$ cat src/hdl/lms_pkg.sv
package lms_pkg;

   localparam int MAX_PATTERN_DEFAULT   = 8;
   localparam int POSITION_BITS_DEFAULT = 16;

   localparam int NEEDLE_BITS    = 64;
   localparam int LENGTH_BITS    = 4;
   localparam int OFFSET_BITS    = 16;
   localparam int GAP_BITS       = 4;
   localparam int CSR_INDEX_BITS = 2;
   localparam int CSR_DATA_BITS  = 64;

   localparam logic [GAP_BITS-1:0] GAP_MAX = '1;

   typedef enum logic [CSR_INDEX_BITS-1:0] {
      CSR_NEEDLE_BYTES  = 2'd0,
      CSR_NEEDLE_LENGTH = 2'd1
   } csr_index_type;

   typedef struct packed {
      logic                   first_found;
      logic [OFFSET_BITS-1:0] first_start;
      logic                   last_found;
      logic [OFFSET_BITS-1:0] last_end;
      logic                   overflow;
   } result_type;

endpackage

$ cat src/hdl/lms_if.sv
interface lms_req_if;
   logic       valid;
   logic       ready;
   logic [7:0] data_byte;
   logic       last_byte;

   modport source (output valid, output data_byte, output last_byte, input ready);
   modport sink   (input valid, input data_byte, input last_byte, output ready);
endinterface

interface lms_rsp_if;
   import lms_pkg::*;
   logic                   valid;
   logic                   ready;
   logic                   first_found;
   logic [OFFSET_BITS-1:0] first_start;
   logic                   last_found;
   logic [OFFSET_BITS-1:0] last_end;
   logic                   overflow;

   modport source (output valid, output first_found, output first_start,
                   output last_found, output last_end, output overflow, input ready);
   modport sink   (input valid, input first_found, input first_start,
                   input last_found, input last_end, input overflow, output ready);
endinterface

interface lms_csr_if;
   import lms_pkg::*;
   logic                      valid;
   logic                      ready;
   logic [CSR_INDEX_BITS-1:0] index;
   logic [CSR_DATA_BITS-1:0]  data;

   modport source (output valid, output index, output data, input ready);
   modport sink   (input valid, input index, input data, output ready);
endinterface

$ cat src/hdl/last_match_substring_search_unit.sv
// A byte is held in the input register and scanned from there; a final byte's
// result is then held in the result register and offered from it.
// Throughput: one haystack byte per cycle, set by the single window compare and
// position update per clock; a final byte waits while a result is still held.
// Reset (synchronous, active high) clears the needle registers, the window,
// all match tracking and the valid bits of both channel registers.
module last_match_substring_search_unit #(
   parameter int MAX_PATTERN   = lms_pkg::MAX_PATTERN_DEFAULT,
   parameter int POSITION_BITS = lms_pkg::POSITION_BITS_DEFAULT
) (
   input  logic      clock,
   input  logic      reset,
   lms_req_if.sink   req_chan,
   lms_rsp_if.source rsp_chan,
   lms_csr_if.sink   csr_chan
);
   import lms_pkg::*;

   // Configuration registers.
   logic [NEEDLE_BITS-1:0] needle_ff;
   logic [LENGTH_BITS-1:0] length_ff;
   logic [LENGTH_BITS-1:0] pattern_len;

   // Input register: one byte waiting to be scanned.
   logic       in_valid_ff, in_valid_in;
   logic [7:0] in_byte_ff;
   logic       in_last_ff;

   // Result register.
   logic       rsp_valid_ff, rsp_valid_in;
   result_type rsp_data_ff;
   result_type result;

   logic can_load;
   logic step;
   logic match;

   // Lengths beyond the window are treated as a full window.
   assign pattern_len = (length_ff > LENGTH_BITS'(MAX_PATTERN)) ?
                        LENGTH_BITS'(MAX_PATTERN) : length_ff;

   // Configuration writes are always taken.
   assign csr_chan.ready = 1'b1;

   always_ff @(posedge clock) begin
      if (reset) begin
         needle_ff <= '0;
         length_ff <= '0;
      end else if (csr_chan.valid) begin
         if (csr_chan.index == CSR_NEEDLE_BYTES) begin
            needle_ff <= csr_chan.data;
         end else if (csr_chan.index == CSR_NEEDLE_LENGTH) begin
            length_ff <= csr_chan.data[LENGTH_BITS-1:0];
         end
      end
   end

   // A byte that is not final can always be scanned. A final byte needs the
   // result register to be free, or to be emptied by a transfer this cycle.
   assign can_load       = !rsp_valid_ff || rsp_chan.ready;
   assign step           = in_valid_ff && (!in_last_ff || can_load);
   assign req_chan.ready = !in_valid_ff || step;
   assign in_valid_in    = req_chan.ready ? req_chan.valid : in_valid_ff;

   always_ff @(posedge clock) begin
      if (reset) begin
         in_valid_ff <= 1'b0;
      end else begin
         in_valid_ff <= in_valid_in;
      end
   end

   always_ff @(posedge clock) begin
      if (req_chan.valid && req_chan.ready) begin
         in_byte_ff <= req_chan.data_byte;
         in_last_ff <= req_chan.last_byte;
      end
   end

   lms_window #(
      .MAX_PATTERN(MAX_PATTERN)
   ) u_window (
      .clock       (clock),
      .reset       (reset),
      .step        (step),
      .clear       (in_last_ff),
      .data_byte   (in_byte_ff),
      .needle_bytes(needle_ff),
      .pattern_len (pattern_len),
      .match       (match)
   );

   lms_track #(
      .POSITION_BITS(POSITION_BITS)
   ) u_track (
      .clock      (clock),
      .reset      (reset),
      .step       (step),
      .final_byte (in_last_ff),
      .match      (match),
      .pattern_len(pattern_len),
      .result     (result)
   );

   // The result register loads when a final byte is scanned and drops its
   // valid after the downstream transfer.
   always_comb begin
      rsp_valid_in = rsp_valid_ff;
      if (step && in_last_ff) begin
         rsp_valid_in = 1'b1;
      end else if (rsp_chan.ready) begin
         rsp_valid_in = 1'b0;
      end
   end

   always_ff @(posedge clock) begin
      if (reset) begin
         rsp_valid_ff <= 1'b0;
      end else begin
         rsp_valid_ff <= rsp_valid_in;
      end
   end

   always_ff @(posedge clock) begin
      if (step && in_last_ff) begin
         rsp_data_ff <= result;
      end
   end

   assign rsp_chan.valid       = rsp_valid_ff;
   assign rsp_chan.first_found = rsp_data_ff.first_found;
   assign rsp_chan.first_start = rsp_data_ff.first_start;
   assign rsp_chan.last_found  = rsp_data_ff.last_found;
   assign rsp_chan.last_end    = rsp_data_ff.last_end;
   assign rsp_chan.overflow    = rsp_data_ff.overflow;

endmodule

$ cat src/hdl/lms_window.sv
module lms_window #(
   parameter int MAX_PATTERN = lms_pkg::MAX_PATTERN_DEFAULT
) (
   input  logic                           clock,
   input  logic                           reset,
   input  logic                           step,
   input  logic                           clear,
   input  logic [7:0]                     data_byte,
   input  logic [lms_pkg::NEEDLE_BITS-1:0] needle_bytes,
   input  logic [lms_pkg::LENGTH_BITS-1:0] pattern_len,
   output logic                           match
);
   import lms_pkg::*;

   localparam int WINDOW_BITS = 8 * MAX_PATTERN;

   logic [WINDOW_BITS-1:0] window_ff;
   logic [WINDOW_BITS-1:0] window_in;
   logic [WINDOW_BITS+7:0] shifted;
   logic [MAX_PATTERN:0]   len_hit;

   // The newest byte sits in the low byte of the window.
   assign shifted   = {window_ff, data_byte};
   assign window_in = shifted[WINDOW_BITS-1:0];

   // One comparator set per candidate length: pattern byte j against the byte
   // that arrived (length-1-j) steps ago.
   always_comb begin
      len_hit = '0;
      match   = 1'b0;
      for (int len = 1; len <= MAX_PATTERN; len++) begin
         len_hit[len] = 1'b1;
         for (int j = 0; j < len; j++) begin
            if (window_in[8*(len-1-j) +: 8] != needle_bytes[8*j +: 8]) begin
               len_hit[len] = 1'b0;
            end
         end
      end
      for (int len = 1; len <= MAX_PATTERN; len++) begin
         if (pattern_len == LENGTH_BITS'(len)) begin
            match = len_hit[len];
         end
      end
   end

   always_ff @(posedge clock) begin
      if (reset) begin
         window_ff <= '0;
      end else if (step) begin
         window_ff <= clear ? '0 : window_in;
      end
   end

endmodule

$ cat src/hdl/lms_track.sv
module lms_track #(
   parameter int POSITION_BITS = lms_pkg::POSITION_BITS_DEFAULT
) (
   input  logic                            clock,
   input  logic                            reset,
   input  logic                            step,
   input  logic                            final_byte,
   input  logic                            match,
   input  logic [lms_pkg::LENGTH_BITS-1:0] pattern_len,
   output lms_pkg::result_type             result
);
   import lms_pkg::*;

   localparam logic [POSITION_BITS-1:0] POS_MAX = '1;

   logic [POSITION_BITS-1:0] pos_ff, pos_in;
   logic [GAP_BITS-1:0]      gap_ff, gap_in, gap_next;
   logic                     first_seen_ff, first_seen_in;
   logic [POSITION_BITS-1:0] first_off_ff, first_off_in;
   logic                     last_seen_ff, last_seen_in;
   logic [POSITION_BITS-1:0] last_off_ff, last_off_in;
   logic                     sat_ff, sat_in;

   logic                     ovf;
   logic                     hit;
   logic [POSITION_BITS-1:0] len_pos;
   logic [POSITION_BITS-1:0] end_pos;
   logic [POSITION_BITS-1:0] start_pos;
   logic [31:0]              first_wide;
   logic [31:0]              last_wide;

   always_comb begin
      ovf       = (pos_ff == POS_MAX);
      len_pos   = POSITION_BITS'(pattern_len);
      gap_next  = (gap_ff != GAP_MAX) ? gap_ff + 1'b1 : gap_ff;
      hit       = match && (pattern_len != '0) && (gap_next >= pattern_len);
      end_pos   = ovf ? POS_MAX : pos_ff + 1'b1;
      if (ovf) begin
         start_pos = POS_MAX;
      end else if (end_pos >= len_pos) begin
         start_pos = end_pos - len_pos;
      end else begin
         start_pos = '0;
      end

      pos_in        = ovf ? pos_ff : pos_ff + 1'b1;
      sat_in        = sat_ff | ovf;
      gap_in        = hit ? '0 : gap_next;
      first_seen_in = first_seen_ff | hit;
      first_off_in  = (hit && !first_seen_ff) ? start_pos : first_off_ff;
      last_seen_in  = last_seen_ff | hit;
      last_off_in   = hit ? end_pos : last_off_ff;

      first_wide = 32'(first_off_in);
      last_wide  = 32'(last_off_in);

      if (pattern_len == '0) begin
         result.first_found = 1'b1;
         result.first_start = '0;
         result.last_found  = 1'b0;
         result.last_end    = '0;
      end else begin
         result.first_found = first_seen_in;
         result.first_start = first_seen_in ? first_wide[OFFSET_BITS-1:0] : '0;
         result.last_found  = last_seen_in;
         result.last_end    = last_seen_in ? last_wide[OFFSET_BITS-1:0] : '0;
      end
      result.overflow = sat_in;
   end

   always_ff @(posedge clock) begin
      if (reset || (step && final_byte)) begin
         pos_ff        <= '0;
         gap_ff        <= '0;
         first_seen_ff <= 1'b0;
         first_off_ff  <= '0;
         last_seen_ff  <= 1'b0;
         last_off_ff   <= '0;
         sat_ff        <= 1'b0;
      end else if (step) begin
         pos_ff        <= pos_in;
         gap_ff        <= gap_in;
         first_seen_ff <= first_seen_in;
         first_off_ff  <= first_off_in;
         last_seen_ff  <= last_seen_in;
         last_off_ff   <= last_off_in;
         sat_ff        <= sat_in;
      end
   end

endmodule

$ cat src/flat_wrapper.sv
// flat-port wrapper written by rule: the top's interface ports become plain ports
module last_match_substring_search_unit_flat import lms_pkg::*;
#(
   parameter int MAX_PATTERN   = lms_pkg::MAX_PATTERN_DEFAULT,
   parameter int POSITION_BITS = lms_pkg::POSITION_BITS_DEFAULT
)
  (clock, reset, req_chan_valid, req_chan_data_byte, req_chan_last_byte, req_chan_ready, rsp_chan_valid, rsp_chan_first_found, rsp_chan_first_start, rsp_chan_last_found, rsp_chan_last_end, rsp_chan_overflow, rsp_chan_ready, csr_chan_valid, csr_chan_index, csr_chan_data, csr_chan_ready);
  lms_req_if req_chan_i ();
  lms_rsp_if rsp_chan_i ();
  lms_csr_if csr_chan_i ();
  input  logic clock;
  input  logic reset;
  input wire logic [$bits(req_chan_i.valid)-1:0] req_chan_valid;
  input wire logic [$bits(req_chan_i.data_byte)-1:0] req_chan_data_byte;
  input wire logic [$bits(req_chan_i.last_byte)-1:0] req_chan_last_byte;
  output wire logic [$bits(req_chan_i.ready)-1:0] req_chan_ready;
  output wire logic [$bits(rsp_chan_i.valid)-1:0] rsp_chan_valid;
  output wire logic [$bits(rsp_chan_i.first_found)-1:0] rsp_chan_first_found;
  output wire logic [$bits(rsp_chan_i.first_start)-1:0] rsp_chan_first_start;
  output wire logic [$bits(rsp_chan_i.last_found)-1:0] rsp_chan_last_found;
  output wire logic [$bits(rsp_chan_i.last_end)-1:0] rsp_chan_last_end;
  output wire logic [$bits(rsp_chan_i.overflow)-1:0] rsp_chan_overflow;
  input wire logic [$bits(rsp_chan_i.ready)-1:0] rsp_chan_ready;
  input wire logic [$bits(csr_chan_i.valid)-1:0] csr_chan_valid;
  input wire logic [$bits(csr_chan_i.index)-1:0] csr_chan_index;
  input wire logic [$bits(csr_chan_i.data)-1:0] csr_chan_data;
  output wire logic [$bits(csr_chan_i.ready)-1:0] csr_chan_ready;
  assign req_chan_i.valid = req_chan_valid;
  assign req_chan_i.data_byte = req_chan_data_byte;
  assign req_chan_i.last_byte = req_chan_last_byte;
  assign req_chan_ready = req_chan_i.ready;
  assign rsp_chan_valid = rsp_chan_i.valid;
  assign rsp_chan_first_found = rsp_chan_i.first_found;
  assign rsp_chan_first_start = rsp_chan_i.first_start;
  assign rsp_chan_last_found = rsp_chan_i.last_found;
  assign rsp_chan_last_end = rsp_chan_i.last_end;
  assign rsp_chan_overflow = rsp_chan_i.overflow;
  assign rsp_chan_i.ready = rsp_chan_ready;
  assign csr_chan_i.valid = csr_chan_valid;
  assign csr_chan_i.index = csr_chan_index;
  assign csr_chan_i.data = csr_chan_data;
  assign csr_chan_ready = csr_chan_i.ready;
  last_match_substring_search_unit #(.MAX_PATTERN(MAX_PATTERN), .POSITION_BITS(POSITION_BITS)) u_core (.clock(clock), .reset(reset), .req_chan(req_chan_i), .rsp_chan(rsp_chan_i), .csr_chan(csr_chan_i));
endmodule
$ cat config.mk
export PLATFORM = sky130hd
export DESIGN_NAME = last_match_substring_search_unit_flat
export DESIGN_NICKNAME = d
export VERILOG_FILES = /design/src/hdl/lms_pkg.sv /design/src/hdl/lms_if.sv /design/src/hdl/last_match_substring_search_unit.sv /design/src/hdl/lms_window.sv /design/src/hdl/lms_track.sv /design/src/flat_wrapper.sv
export SDC_FILE = /design/constraint.sdc
export NUM_CORES = 1
export LEC_CHECK = 0
export ABC_AREA = 1
export BUFFER_PORTS_ARGS = -buffer_cell sky130_fd_sc_hd__buf_4
export CAP_MARGIN = 20
export CORE_MARGIN = 5
export CORE_UTILIZATION = 40
export CTS_CLUSTER_SIZE = 25
export DETAILED_ROUTE_END_ITERATION = 12
export SYNTH_ARGS = -nofsm -noshare
export SYNTH_HDL_FRONTEND = slang
export SYNTH_SLANG_ARGS = --single-unit
$ cat constraint.sdc
create_clock -name clock -period 3.9 [get_ports clock]
set_input_delay 0.195 -clock clock [delete_from_list [all_inputs] [get_ports clock]]
set_output_delay 0.195 -clock clock [all_outputs]
set_load 0.1 [all_outputs]
== Word level (Yosys, flattened, before mapping) ==
Cells that the tools add are included.

* Register bits after elaboration: 225
* Logic and storage cells: 157
* Bits of input ports: 80

* Add/sub/neg operators: 3
* Mux-type cells: 55
* Equal/unequal tests: 47
* Bitwise logic cells: 7
* $lt $le $gt $ge: 3
* Reduce and logical (&&, ||, !) cells: 23

{| class="wikitable"
|+ Operator list
! operator !! count
|-
| 8-bit inequality test || 36
|-
| 16-bit 2-to-1 mux || 5
|-
| 56-bit 2-to-1 mux || 1
|-
| 1-bit 2-to-1 mux || 46
|-
| 16-bit by 1-bit adder with 16-bit output, second input constant || 1
|-
| 16-bit == test, second input constant || 1
|-
| 4-bit by 3-bit == test with 1-bit output, second input constant || 4
|-
| 16-bit by 4-bit greater-or-equal comparator with 1-bit output || 1
|-
| 16-bit by 4-bit subtractor with 16-bit output || 1
|-
| 4-bit 2-to-1 mux || 3
|-
| 4-bit by 2-bit == test with 1-bit output, second input constant || 2
|-
| 1-bit logical AND || 6
|-
| 4-bit by 1-bit adder with 4-bit output, second input constant || 1
|-
| 4-bit by 1-bit == test with 1-bit output, second input constant || 1
|-
| 4-bit == test, second input constant || 1
|-
| 4-bit greater-or-equal comparator || 1
|-
| 4-bit > comparator, second input constant || 1
|-
| 1-bit logical NOT || 4
|-
| 4-bit logical NOT || 1
|-
| 1-bit logical OR || 4
|-
| 4-bit inequality test, second input constant || 1
|-
| 1-bit NOT || 4
|-
| 2-bit AND reduction || 2
|-
| 4-bit nonzero test || 1
|-
| other kinds (6) || 9
|}

== Depth between registers and ports, before layout ==
* Depth in word-level cells: 16
* Mapped depth: 26

== Hierarchy ==
A second synthesis with hierarchy kept.

* Cells, all modules: 2,169
* Area, all modules: 14,766.7 um2

{| class="wikitable"
|+ By module, submodules not included
! module !! instances !! cells an instance !! area an instance (um2)
|-
| lms_window || 1 || 1,059 || 6,299.8
|-
| last_match_substring_search_unit || 1 || 516 || 4,530.6
|-
| lms_track || 1 || 594 || 3,936.3
|}

== Least setup slack after synthesis ==
OpenSTA, ideal clock, no wires.

* Path type: reg2reg
* Start: register u_core.u_track.pos_ff[0]
* End: register u_core.rsp_data_ff (netlist bit u_core.rsp_chan.first_start[10]), data pin
* Path slack: 752 ps
* Arrival time: 2,881 ps
* Path buffers: 2
* Setup time: 267 ps
* Required time: 3,633 ps
* Cell stages (with the launch flop): 23
* Cell sequence: dfxtp_1 -> ha_1 -> nand3_2 -> inv_2 -> nand2_1 -> inv_2 -> nand3_4 -> inv_2 -> buf_2 -> nor2_1 -> inv_1 -> ha_1 -> inv_1 -> nor3_1 -> nor2_1 -> nand2_1 -> nor2_2 -> nand3_2 -> nor2_4 -> nand3_4 -> buf_6 -> nand4_1 -> a21oi_1

* Word-level cells in the longest chain between the ends: 6
* Elaborated cells between the ends (all ways): 8
* Those cells by class: add/sub (2); order compare (1); eq/ne (1); mux (4)

{| class="wikitable"
|+ Ends and longest elaborated chain
! what !! RTL line !! source
|-
| start, declared || lms_track.sv:16 || <nowiki>logic [POSITION_BITS-1:0] pos_ff, pos_in;</nowiki>
|-
| start signal, assigned || lms_track.sv:81 || <nowiki>pos_ff <= pos_in;</nowiki>
|-
| 16-bit by 1-bit adder with 16-bit output or 16-bit == test (tied branches) || lms_track.sv:37, lms_track.sv:33 ||
|-
| 16-bit 2-to-1 mux || lms_track.sv:37 || <nowiki>end_pos = ovf ? POS_MAX : pos_ff + 1'b1;</nowiki>
|-
| 16-bit by 4-bit subtractor with 16-bit output or 16-bit by 4-bit greater-or-equal comparator with 1-bit output (tied branches) || lms_track.sv:41, lms_track.sv:40 ||
|-
| 16-bit 2-to-1 mux || lms_track.sv:40 || <nowiki>end else if (end_pos >= len_pos) begin</nowiki>
|-
| 16-bit 2-to-1 mux * || lms_track.sv:38 || <nowiki>if (ovf) begin</nowiki>
|-
| 16-bit 2-to-1 mux * || lms_track.sv:50 || <nowiki>first_off_in = (hit && !first_seen_ff) ? start_pos : first_off_ff;</nowiki>
|-
| end signal, assigned || last_match_substring_search_unit.sv:126 || <nowiki>rsp_data_ff <= result;</nowiki>
|-
| end, declared || last_match_substring_search_unit.sv:31 || <nowiki>result_type rsp_data_ff;</nowiki>
|}

Mark *: on every way between the ends. The rest lies on a longest branch, timed or not.
A chain may end at the register's enable or synchronous reset.

== Final worst setup path ==
* Start: register u_core.u_track.pos_ff[1]
* End: register u_core.rsp_data_ff (netlist bit u_core.rsp_chan.first_start[8]), data pin

The elaborated chain is that of the path after synthesis.

==> reports/qor.txt <==
nets@finish - 2,241
Setup crit start - u_core.u_track.pos_ff[1]
DP Area - 15,050 um2
XOR/XNOR share of the synthesized area - 10.76%
outcome - finished, violations left
VDD IR max - 0.0003140 V
layout cells sized above 1 - 13.92%
I/O pins - 118
DRT Pass-1 Iters - 5
Cells after DPL - 2,506
GRT overflow - 0
Non-Filler Instances - 2,625
Final Slew Violations - 0
HP Class - input pin to flop
synthesized instance count - 2,017
Hold Path End - u_core.needle_ff[19]
Area Overhead vs Synth - 19.81%
mux cell area share after synthesis - 0%
commonest non-fill, non-tap cell in the layout - nand2_1
Avg Cell Area, Syn - 6.903 um2
sequential area share after synthesis - 35.51%
WP data arrival - 3.79 ns
die area - 38,640 um2
Power Density - 379.2 nW/um2
post-synthesis register bit count - 225
largest family of logic cells by synthesized area - simple AND/OR/NAND/NOR gates
DR vias - 14,229
Skew-Pair Late Insertion Delay - 0.56 ns
final core utilization - 48.41%
WL/cell - 22.73 um
max_slew headroom - 41.08%
ANT cells - 0
crit path max fanout - 14
Synth async-reset ratio - 0%
clk_skew - 0.02187 ns
Mapped Nets - 2,107
CP Launch Type - flop
final instance area - 16,680 um2
unrepaired setup endpoints after global routing - no
part of the cycle the worst path needs - 90.43%
Antenna Violating Nets Remaining - 0
CTS tree - done
Hold Startpoint - csr_chan_data[19]
worst-case clock buffer depth - 3
CP endpoint kind - flop
synth warn - 0
setup TNS - 0 ns
first-pass GRT wire length - 87.28 mm
post-synthesis adder-cell area fraction - 0.9526%
Tmin final - 3.527 ns
reg2reg start - u_core.u_track.pos_ff[1]
failing checks - negative hold slack
antenna violations before repair - 0
drt via density - 5.421
CTS root buf - clkbuf_16
Core Area - 34,460 um2
gpl congestion - 1.036
clk slew on worst S/H paths - 0.07 ns
vias in the first global route - 13,286
Starting Density - 40.41%
pin count of the biggest net entering global routing - 70
worst r2r dst - u_core.rsp_chan.first_start[8]
Tightest Pin Transition - 0.8836 ns
port buffer count - 116
Pwr Total - 6326 uW
leakage power - 0.006806 uW
Routed Wire Length - 59.66 mm
hold slack - -0.00006761 ns
Die X - 196.6 um
worst reg2reg path depth - 21
Setup Viol. Count Final - 0
f_max - 283.5 MHz
CTS Buf Count - 26
fill count - 3,572
DRT iter0 DRCs - 1,622
row cnt - 68
simple-gate share of the synthesized area - 29.37%
Crit path required time - 4.16 ns
clk sinks - 225
dominant synthesized flop cell - dfxtp_1
final hold vios - 1
Final HPWL DP - 45.45 mm
drt drc - 0
Cell variety after synth - 51
critical path class - flop to flop
R2R setup slack - 0.37 ns
max cap viols - 0
htree depth - 1
synthesized area - 13,920 um2
Die Y - 196.6 um
commonest cells after routing, fill and taps aside - nand2_1, nor2_1, dfxtp_1, buf_4, a21oi_1
Compound-Gate Fraction of Synth Area - 12.63%
Post-synth EDFFs - 44
Hold Path Depth - 3
Total GRT Usage - 29.91%
==> repair_timing <==
| item | CTS | global route |
|---|---|---|
| hold buffers | 70 | 0 |
| endpoints found under the setup margin | 0 | 32 |
| hold endpoints to repair | 73 | 0 |
| setup buffers | 0 | 2 |
| gates resized for setup | 0 | 5 |
==> critical path: stages (launching register included) <==
cell     delay, ns
dfxtp_1       0.36
ha_2          0.25
nand3_2       0.13
inv_2         0.09
nand2_1       0.08
inv_2         0.09
nand3_4       0.14
inv_4         0.21
nor2_1        0.07
inv_1         0.09
ha_1          0.28
inv_1         0.11
nor3_1        0.05
nor2_1        0.11
nand2_1       0.09
nor2_2        0.23
nand3_2       0.13
nor2_4        0.17
nand3_4       0.14
buf_12        0.18
nand4_1       0.12
a21oi_1       0.09
==> how the worst max path moves through the flow <==
| stage | to | cells past startpoint | slack, ns |
|---|---|---|---|
| after floorplan | u_core.rsp_chan.first_start[10] | 22 | 0.75 |
| after global placement | u_core.rsp_chan.first_start[3] | 22 | 0.36 |
| after detailed placement | u_core.rsp_chan.first_start[14] | 22 | 0.22 |
| after CTS | u_core.rsp_chan.first_start[14] | 22 | 0.21 |
| after global routing | u_core.rsp_chan.first_start[7] | 21 | 0.04 |
| final | u_core.rsp_chan.first_start[8] | 21 | 0.37 |
==> flip-flops by register name, summed over array words and instances, names as in the netlist, 4 cells and up <==
name and count:
u_core.in_byte_ff 8, u_core.rsp_chan.last_end 16, u_core.length_ff 4, u_core.u_window.window_ff 56, u_core.u_track.pos_ff 16, u_core.u_track.last_off_ff 16, u_core.u_track.gap_ff 4, u_core.rsp_chan.first_start 16
u_core.u_track.first_off_ff 16, u_core.needle_ff 64
==> metrics by stage <==
stage	setup slack, ns	hold WS (ns)
after global routing	0.04004	0.04283
after global placement	0.3577	0.3749
after CTS	0.2062	0.008178
after detailed placement	0.2247	0.3746
final	0.3731	-0.00006761
after floorplan	0.7520	0.2939
==> report_power, final <==
part           internal [uW]  switching (uW)
registers               2450             129
clock network           1530            1050
logic                    425             746
total                   4400            1920
==> Yosys cell counts (3+ instances only) <==
cell,number,area share (%)
buf_2,44,1.6
nand2_1,562,15
nor2_1,226,6.1
xnor2_1,124,7.8
nand3_2,6,0.43
dfxtp_1,181,26
nor3_1,11,0.40
edfxtp_1,44,9.5
inv_1,156,4.2
nor2_4,4,0.32
inv_2,24,0.65
nand4_2,6,0.54
nand3_1,63,2.3
clkbuf_2,8,0.29
o21ai_0,99,3.6
o21ai_1,9,0.32
clkbuf_1,47,1.3
buf_6,7,0.57
ha_1,9,0.81
buf_4,32,1.7
o22ai_1,25,1.1
a21oi_2,9,0.57
a21oi_1,161,5.8
xor2_1,47,3.0
nand4_1,63,2.8
a221oi_1,9,0.57
or2_2,4,0.18
nor2_2,3,0.13
nand2_2,8,0.36
==> per-layer routing <==
metal | track usage [%] | wire length, um | vias up
li1 | - | - | 6713
met1 | 46.39 | 28130 | 6747
met2 | 42.76 | 24050 | 655
met3 | 4.376 | 5567 | 114
met4 | 8.885 | 1905 | 0
met5 | 0 | 0 | -
==> cells by family (layout without fill, tap and decap cells) <==
| family | Yosys count | after routing |
|---|---|---|
| AOI/OAI and AO/OA | 321 | 321 |
| xor gates and xnor gates | 171 | 171 |
| adders and majority gates | 10 | 10 |
| buffers and inverters | 325 | 478 |
| DFF | 225 | 225 |
| other | 1 | 1 |
| and+or+nand+nor | 964 | 964 |
==> final cells by class <==
cell class / count / area [um2] / share of cell area [%]
inverters: 181 / 681.9 / 4.088
clock inverters: 15 / 197.7 / 1.185
repair buffers: 250 / 2090 / 12.53
clock buffers: 32 / 693.2 / 4.155
multi-input cells: 1467 / 7506 / 44.99
well taps: 455 / 569.3 / 3.413
flip-flops and latches: 225 / 4945 / 29.64
(Power assumes the default switching activity.)
